<file path="src/msr_pkg.sv">
`timescale 1ns / 1ps
`default_nettype none

package msr_pkg;

    localparam int CHANNELS         = 4;
    localparam int DUTY_BITS        = 10;

    localparam int CH_W             = 3;
    localparam int CH_IDX_W         = (CHANNELS > 1) ? $clog2(CHANNELS) : 1;
    localparam int DUTY_W           = 10;
    localparam int REQ_W            = 16;
    localparam int CFG_W            = 10;
    localparam int CFG_IDX_W        = 2;
    localparam int SPD_W            = DUTY_BITS + 1;
    localparam int STEP_W           = CFG_W + 1;
    localparam int CMP_W            = ((REQ_W > SPD_W) ? REQ_W : SPD_W) + 2;
    localparam int ACC_W            = ((SPD_W > STEP_W) ? SPD_W : STEP_W) + 2;

    localparam int FULL_DUTY        = (1 << DUTY_BITS) - 1;
    localparam int DEFAULT_STEP     = 50;
    localparam int MIN_STEP         = 33;
    localparam int ZERO_STEP_FACTOR = 2;
    localparam int MAX_DUTY_RESET   = 1023;

    typedef logic signed [SPD_W-1:0] speed_t;

    typedef enum logic [1:0] {
        ST_OK        = 2'd0,
        ST_BAD_CH    = 2'd1,
        ST_NOT_READY = 2'd2
    } status_t;

    typedef enum logic [CFG_IDX_W-1:0] {
        REG_DRIVER_READY = 2'd0,
        REG_SOFT_START   = 2'd1,
        REG_RAMP_STEP    = 2'd2,
        REG_MAX_DUTY     = 2'd3
    } cfg_reg_t;

    typedef enum logic {
        S_IDLE,
        S_EXEC
    } state_t;

    // result of one slew step
    typedef struct packed {
        speed_t speed;
        logic   reached;
    } step_res_t;

    function automatic logic [SPD_W-1:0] speed_mag(input speed_t spd);
        logic [SPD_W-1:0] mag;
        mag = spd[SPD_W-1] ? SPD_W'(-spd) : SPD_W'(spd);
        return mag;
    endfunction

endpackage

`default_nettype wire

</file>
<file path="src/msr_step_unit.sv">
`timescale 1ns / 1ps
`default_nettype none

// One slew step: move cur toward target by step, clipped at target.
module msr_step_unit
    import msr_pkg::*;
(
    input  wire speed_t             cur,
    input  wire speed_t             target,
    input  wire logic [STEP_W-1:0]  step,
    output step_res_t               res
);

    logic signed [ACC_W-1:0] cur_x;
    logic signed [ACC_W-1:0] tgt_x;
    logic signed [ACC_W-1:0] stp_x;
    logic signed [ACC_W-1:0] sum;
    logic                    up;
    logic                    over;

    always_comb
    begin
        cur_x = ACC_W'(cur);
        tgt_x = ACC_W'(target);
        stp_x = signed'(ACC_W'(step));
        up    = cur_x < tgt_x;
        sum   = up ? (cur_x + stp_x) : (cur_x - stp_x);
        over  = up ? (sum > tgt_x) : (sum < tgt_x);
        res.speed   = over ? target : SPD_W'(sum);
        res.reached = over || (sum == tgt_x);
    end

endmodule

`default_nettype wire

</file>
<file path="src/motor_soft_start_ramp.sv">
`timescale 1ns / 1ps
`default_nettype none

// Soft-start drive command generator for CHANNELS H-bridge motor channels.
// Input channel (in_valid / in_stall): op, channel, speed_request. Set speed
// clamps the request to +/- max_duty and, with soft start on, walks the stored
// channel speed toward it one ramp step per output transaction (double step
// toward zero). Stop-all zeroes every channel, one transaction per channel.
// Output channel (out_valid / out_stall): out_channel, dir_a, dir_b, duty,
// status, last; last marks the final transaction of a command.
// Timing: a command is taken in the cycle it is offered while idle; its first
// result is registered once the output register is free, and each further
// result follows. A ramp gives up to 62 results (step floor of 33), so one
// command holds the input while its n results are made, n = number of results
// (ramp steps, CHANNELS for stop-all, 1 otherwise). The ramp distance and step
// size set n; the single shared step adder makes one step per cycle while the
// output is not stalled. in_stall is high from acceptance until the last result is loaded into the output register.
// Output stall: the sequencer holds while out_stall keeps the output register
// full; nothing is dropped. Reset: driver_ready = 0, soft start on,
// ramp_step = 50, max_duty = 1023, all channel speeds zero, output empty.
// Configuration writes are applied on the edge where cfg_wr_en is high.
module motor_soft_start_ramp
    import msr_pkg::*;
(
    input  wire logic                    clk,
    input  wire logic                    rst_n,

    input  wire logic                    cfg_wr_en,
    input  wire logic [CFG_IDX_W-1:0]    cfg_index,
    input  wire logic [CFG_W-1:0]        cfg_data,

    input  wire logic                    in_valid,
    output logic                         in_stall,
    input  wire logic                    op,
    input  wire logic [CH_W-1:0]         channel,
    input  wire logic signed [REQ_W-1:0] speed_request,

    output logic                         out_valid,
    input  wire logic                    out_stall,
    output logic [CH_W-1:0]              out_channel,
    output logic                         dir_a,
    output logic                         dir_b,
    output logic [DUTY_W-1:0]            duty,
    output logic [1:0]                   status,
    output logic                         last
);

    // configuration
    logic              driver_ready_reg;
    logic              soft_start_reg;
    logic [CFG_W-1:0]  ramp_step_reg;
    logic [CFG_W-1:0]  max_duty_reg;

    // sequencer and per-channel state
    state_t            state_reg, state_next;
    speed_t            chan_speed_reg [CHANNELS];
    speed_t            chan_speed_next [CHANNELS];
    logic [CH_IDX_W-1:0] cnt_reg, cnt_next;

    // command held during execution
    logic              op_reg, op_next;
    logic [CH_W-1:0]   ch_reg, ch_next;
    speed_t            target_reg, target_next;

    // output register
    logic              out_valid_reg, out_valid_next;
    logic [CH_W-1:0]   out_ch_reg, out_ch_next;
    logic              dir_a_reg, dir_a_next;
    logic              dir_b_reg, dir_b_next;
    logic [DUTY_W-1:0] duty_reg, duty_next;
    status_t           status_reg, status_next;
    logic              last_reg, last_next;

    // datapath helpers
    logic signed [CMP_W-1:0] req_x;
    logic signed [CMP_W-1:0] lim_x;
    logic signed [CMP_W-1:0] clamp_x;
    logic [CFG_W-1:0]        step_base;
    logic [STEP_W-1:0]       step_val;
    logic                    ch_ok;
    logic [CH_IDX_W-1:0]     ch_idx;
    speed_t                  cur_speed;
    step_res_t               step_res;
    logic                    out_free;
    speed_t                  emit_spd;
    logic [SPD_W-1:0]        emit_mag;

    assign ch_ok     = {1'b0, ch_reg} < (CH_W + 1)'(CHANNELS);
    assign ch_idx    = ch_reg[CH_IDX_W-1:0];
    assign cur_speed = chan_speed_reg[ch_idx];
    assign out_free  = !out_valid_reg || !out_stall;

    // step floor keeps a full-scale ramp within 62 results
    always_comb
    begin
        step_base = (ramp_step_reg < CFG_W'(MIN_STEP)) ? CFG_W'(MIN_STEP) : ramp_step_reg;
        if (target_reg == '0)
        begin
            step_val = STEP_W'(step_base * ZERO_STEP_FACTOR);
        end
        else
        begin
            step_val = STEP_W'(step_base);
        end
    end

    // request clamp, evaluated as the command is taken
    always_comb
    begin
        req_x = CMP_W'(speed_request);
        if ({{(CMP_W - CFG_W){1'b0}}, max_duty_reg} < CMP_W'(FULL_DUTY))
        begin
            lim_x = signed'({{(CMP_W - CFG_W){1'b0}}, max_duty_reg});
        end
        else
        begin
            lim_x = signed'(CMP_W'(FULL_DUTY));
        end
        if (req_x > lim_x)
        begin
            clamp_x = lim_x;
        end
        else if (req_x < -lim_x)
        begin
            clamp_x = -lim_x;
        end
        else
        begin
            clamp_x = req_x;
        end
    end

    msr_step_unit u_step (
        .cur    (cur_speed),
        .target (target_reg),
        .step   (step_val),
        .res    (step_res)
    );

    // sequencer: next state, command hold, channel writes, output load
    always_comb
    begin
        state_next      = state_reg;
        cnt_next        = cnt_reg;
        op_next         = op_reg;
        ch_next         = ch_reg;
        target_next     = target_reg;
        chan_speed_next = chan_speed_reg;
        out_valid_next  = out_valid_reg && out_stall;
        out_ch_next     = out_ch_reg;
        status_next     = status_reg;
        last_next       = last_reg;
        emit_spd        = '0;
        emit_mag        = '0;
        dir_a_next      = dir_a_reg;
        dir_b_next      = dir_b_reg;
        duty_next       = duty_reg;
        in_stall        = (state_reg != S_IDLE);

        case (state_reg)
            S_IDLE:
            begin
                if (in_valid)
                begin
                    op_next     = op;
                    ch_next     = channel;
                    target_next = SPD_W'(clamp_x);
                    cnt_next    = '0;
                    state_next  = S_EXEC;
                end
            end
            S_EXEC:
            begin
                if (out_free)
                begin
                    out_valid_next = 1'b1;
                    out_ch_next    = ch_reg;
                    status_next    = ST_OK;
                    last_next      = 1'b1;
                    if (!driver_ready_reg)
                    begin
                        status_next = ST_NOT_READY;
                    end
                    else if (op_reg)
                    begin
                        // stop-all: one transaction per channel
                        out_ch_next = CH_W'(cnt_reg);
                        chan_speed_next[cnt_reg] = '0;
                        last_next   = (cnt_reg == CH_IDX_W'(CHANNELS - 1));
                        cnt_next    = cnt_reg + 1'b1;
                    end
                    else if (!ch_ok)
                    begin
                        status_next = ST_BAD_CH;
                    end
                    else if (!soft_start_reg)
                    begin
                        emit_spd = target_reg;
                        chan_speed_next[ch_idx] = target_reg;
                    end
                    else
                    begin
                        // at target already, the step unit returns target
                        emit_spd  = step_res.speed;
                        last_next = step_res.reached;
                        chan_speed_next[ch_idx] = step_res.speed;
                    end
                    emit_mag   = speed_mag(emit_spd);
                    dir_a_next = !emit_spd[SPD_W-1] && (emit_spd != '0);
                    dir_b_next = emit_spd[SPD_W-1];
                    duty_next  = DUTY_W'(emit_mag);
                    if (last_next)
                    begin
                        state_next = S_IDLE;
                    end
                end
            end
            default:
            begin
                state_next = S_IDLE;
            end
        endcase
    end

    always_ff @(posedge clk or negedge rst_n)
    begin
        if (!rst_n)
        begin
            state_reg     <= S_IDLE;
            out_valid_reg <= 1'b0;
            cnt_reg       <= '0;
            for (int i = 0; i < CHANNELS; i++)
            begin
                chan_speed_reg[i] <= '0;
            end
        end
        else
        begin
            state_reg      <= state_next;
            out_valid_reg  <= out_valid_next;
            cnt_reg        <= cnt_next;
            chan_speed_reg <= chan_speed_next;
        end
    end

    // configuration registers
    always_ff @(posedge clk or negedge rst_n)
    begin
        if (!rst_n)
        begin
            driver_ready_reg <= 1'b0;
            soft_start_reg   <= 1'b1;
            ramp_step_reg    <= CFG_W'(DEFAULT_STEP);
            max_duty_reg     <= CFG_W'(MAX_DUTY_RESET);
        end
        else if (cfg_wr_en)
        begin
            case (cfg_index)
                REG_DRIVER_READY: driver_ready_reg <= cfg_data[0];
                REG_SOFT_START:   soft_start_reg   <= cfg_data[0];
                REG_RAMP_STEP:    ramp_step_reg    <= cfg_data;
                REG_MAX_DUTY:     max_duty_reg     <= cfg_data;
                default:          ;
            endcase
        end
    end

    // payload registers, no reset
    always_ff @(posedge clk)
    begin
        op_reg     <= op_next;
        ch_reg     <= ch_next;
        target_reg <= target_next;
        out_ch_reg <= out_ch_next;
        dir_a_reg  <= dir_a_next;
        dir_b_reg  <= dir_b_next;
        duty_reg   <= duty_next;
        status_reg <= status_next;
        last_reg   <= last_next;
    end

    assign out_valid   = out_valid_reg;
    assign out_channel = out_ch_reg;
    assign dir_a       = dir_a_reg;
    assign dir_b       = dir_b_reg;
    assign duty        = duty_reg;
    assign status      = status_reg;
    assign last        = last_reg;

endmodule

`default_nettype wire

</file>
<file path="config.mk">
export PLATFORM = sky130hd
export DESIGN_NAME = motor_soft_start_ramp
export DESIGN_NICKNAME = d
export VERILOG_FILES = /design/src/msr_pkg.sv /design/src/msr_step_unit.sv /design/src/motor_soft_start_ramp.sv
export SDC_FILE = /design/constraint.sdc
export NUM_CORES = 1
export LEC_CHECK = 0
export BUFFER_PORTS_ARGS = -buffer_cell sky130_fd_sc_hd__buf_2
export CAP_MARGIN = 20
export CORE_AREA = 4 4 134 136
export DETAILED_ROUTE_END_ITERATION = 8
export DIE_AREA = 0 0 138 140
export GPL_TIMING_DRIVEN = 0
export RECOVER_POWER = 100
export SYNTH_ARGS = -nofsm -noshare
export SYNTH_HDL_FRONTEND = slang
export SYNTH_SLANG_ARGS = --single-unit
</file>
<file path="constraint.sdc">
create_clock -name clk -period 9.1 [get_ports clk]
set_input_delay 1.82 -clock clk [delete_from_list [all_inputs] [get_ports clk]]
set_output_delay 1.82 -clock clk [all_outputs]
set_load 0.05 [all_outputs]
</file>
==> impl_metrics.toml <==
[status]
run_status = "complete, but fails checks"
violations = "capacitance limit, slew limit"

[synthesis]
synth_seq_cells = 103
synth_edf_count = 33
postSynthCellCount = 813
syn_avg_cell_area_um2 = 9.18
synthSimpleGateAreaFrac_pct = 18.3
synth-compound-area-share_pct = 17.4
yosys_warnings = 0
post_synth_num_cell_types = 68
synth_mux_area_share_pct = 8.00
ys.flop_type = "dfrtp_1"
synth_xor_area_share_pct = 2.82
synthesis.area_um2 = 7460
ys_async_sr_fraction_pct = 68.0
synth_nets = 925
synth_seq_area_share_pct = 37.0
synth_top_family_by_area = "simple AND/OR/NAND/NOR gates"
synthAdderAreaFrac_pct = 12.7

[grt]
grt_pass1_wl_um = 32100
antenna_found_initial = 0
grt_pass1_vias = 6068
use_met2_pct = 34.3
grt_max_degree = 66
grt_use_met1_pct = 27.8
overflow = 0
grtUsageMet3_pct = 3.11
track_usage_pct = 20.6
top_usage_layer = "met2"

[timing]
max_clock_freq_mhz = 118
final-hold-violation-count = 0
slew_viol_final = 66
rsz0062_at_grt = "no"
finalSetupViolCount = 0
worstMarginPinSlew_ns = 3.56
timing.final.crit_period_ns = 8.50
slew_headroom_pct = -137
fin_crit_sh_pct = 93.4
finClkSkew_ns = 0.0154

[route]
vias = 6273
drt-total-wl_um = 19700
via_per_inst = 5.63
drc = 0
antenna_left = 0
drt_first_pass_iters = 5
dr.first_iter.drc_count = 306
wl_per_cell_um = 17.7

[worst_hold_path]
min_path_type = "reg2reg"
hp-start = "chan_speed_reg[18]"

[critical_path]
cp-start-kind = "flip-flop"
cpPeakStageDelay_ns = 0.62
critPathBufInv = 6
reg2reg_from = "ch_reg[0]"
worst_path_most_repeated_cell = "a21oi_1"
cp_slowest_cell = "or4b_2"
path_class = "reg2reg"
cp-end-kind = "flip-flop"
path_max_fanout = 10
cp.required_ns = 9.29
startpoint = "ch_reg[0]"
crit_arrival_ns = 8.70
crit_family = "compound AO/OA/AOI/OAI gates"

[floorplanning]
die_w_um = 138
row_count = 48
io_pins = 57
die_y_um = 140
die_area_um2 = 19300
start_util_pct = 44.1
core_um2 = 16900

[clock_tree]
cts_htree_levels = 3
clock_sink_count = 103
cts_root_buf = "clkbuf_16"
insertion_delay_ns = 0.37
cts_buffers = 9
hold_buffers = 0
ctsLongestPathBuffers = 2
cts_tree = "built"
clk_pin_slew_worst_paths_ns = 0.08

[place]
dp_hpwl_um = 15100
gp_congestion = 0.899
port-buffer-count = 56

[cells_and_area]
layout-drive-gt1-share_pct = 13.7
area_growth_pct = 13.0
largest_register_ffs = 44
fin_util_pct = 49.8
fillers = 1695
layout.nets = 996
diodes = 0

[run]
drv_cap = 1
## cell type report
type	count	area, um2	area share (%)
clock buffers	11	264	3.13
inverters	40	150	1.78
flip-flops and latches	103	2760	32.7
multi-input cells	637	4480	53.2
clock inverters	5	66.3	0.787
well taps	225	282	3.34
repair buffers	62	279	3.31
plain buffers	31	145	1.72
## cell usage after synthesis (20+ instances only)
cell	count	area, um2
clkbuf_1	28	105
edfxtp_1	33	991
dfrtp_1	56	1400
nand2_1	95	357
ha_1	74	926
inv_1	39	146
nand3_1	20	100
nor3_1	28	140
a21oi_1	63	315
o21ai_0	83	415
mux2_2	23	259
nor2_1	50	188
## worst min-delay path: cells and delay by family (launching register included)
family           cells  cell delay (ns)
flip-flops           1             0.34
AND/OR/NAND/NOR      1             0.05
AO/OA/AOI/OAI        1             0.06
## final timing paths
path                            slack (ns)                  to  depth (start not counted)
worst max-delay path                  0.60             duty[4]                         35
worst min-delay path                  0.48  chan_speed_reg[18]                          2
worst max register to register        0.60             duty[4]                         35
worst min register to register        0.48  chan_speed_reg[18]                          2
max in group asynchronous             4.04    ramp_step_reg[8]                          2
min in group asynchronous             1.34          cnt_reg[1]                          1
## routing by layer
layer	share of wire, %	vias up
met5	0	-
met4	1.7	0
met3	3.9	28
met2	48	138
met1	46	3003
li1	-	3104
## timing repair
| item | in CTS | in global routing |
|---|---|---|
| buffers inserted | 0 | 3 |
| endpoints found under the setup margin | 6 | 5 |
| cloned | 0 | 0 |
| resized for setup | 11 | 15 |
## layout by cell type, fill, tap and decap left out, types with 4 or more instances in the layout
master / count
mux2_2: 23
or3_1: 9
nor4_1: 10
clkbuf_16: 10
edfxtp_1: 33
o21a_1: 10
o21ai_0: 82
ha_1: 73
nand2b_1: 12
nor2b_1: 11
buf_2: 33
mux2i_1: 8
xor2_1: 7
a31oi_1: 5
xnor2_1: 17
dfstp_2: 13
mux4_2: 11
nor2_1: 50
inv_1: 39
nand3_1: 20
nor3_1: 28
a21oi_1: 60
nand3b_1: 7
and2_1: 4
nand2_1: 94
a21o_1: 12
nand4_1: 13
a211oi_1: 7
clkbuf_1: 54
dfrtp_1: 56
a21boi_0: 4
## metrics by stage
step / hold slack [ns] / area (um2) / worst slack [ns] / instances / TNS (ns)
5_1_grt: 0.497 / 8430 / 0.0493 / 1114 / 0
6_report: 0.479 / 8430 / 0.597 / 1114 / 0
3_5_place_dp: 0.468 / 8080 / -0.993 / 1097 / -4.76
3_3_place_gp: 0.458 / 8030 / -0.951 / 1094 / -4.42
4_1_cts: 0.484 / 8440 / 0.0674 / 1112 / 0
2_1_floorplan: 0.443 / 7460 / 0.900 / 813 / 0
## kinds of logic after synthesis
group,Yosys count
flops,103
simple gates,279
xor+xnor,24
compound gates,216
mux,43
fa+ha+maj,75
buf+inv,73
Power is left out: the tool's default activity adds up to more than one toggle a clock period on the data nets, which glitch-free logic cannot reach.
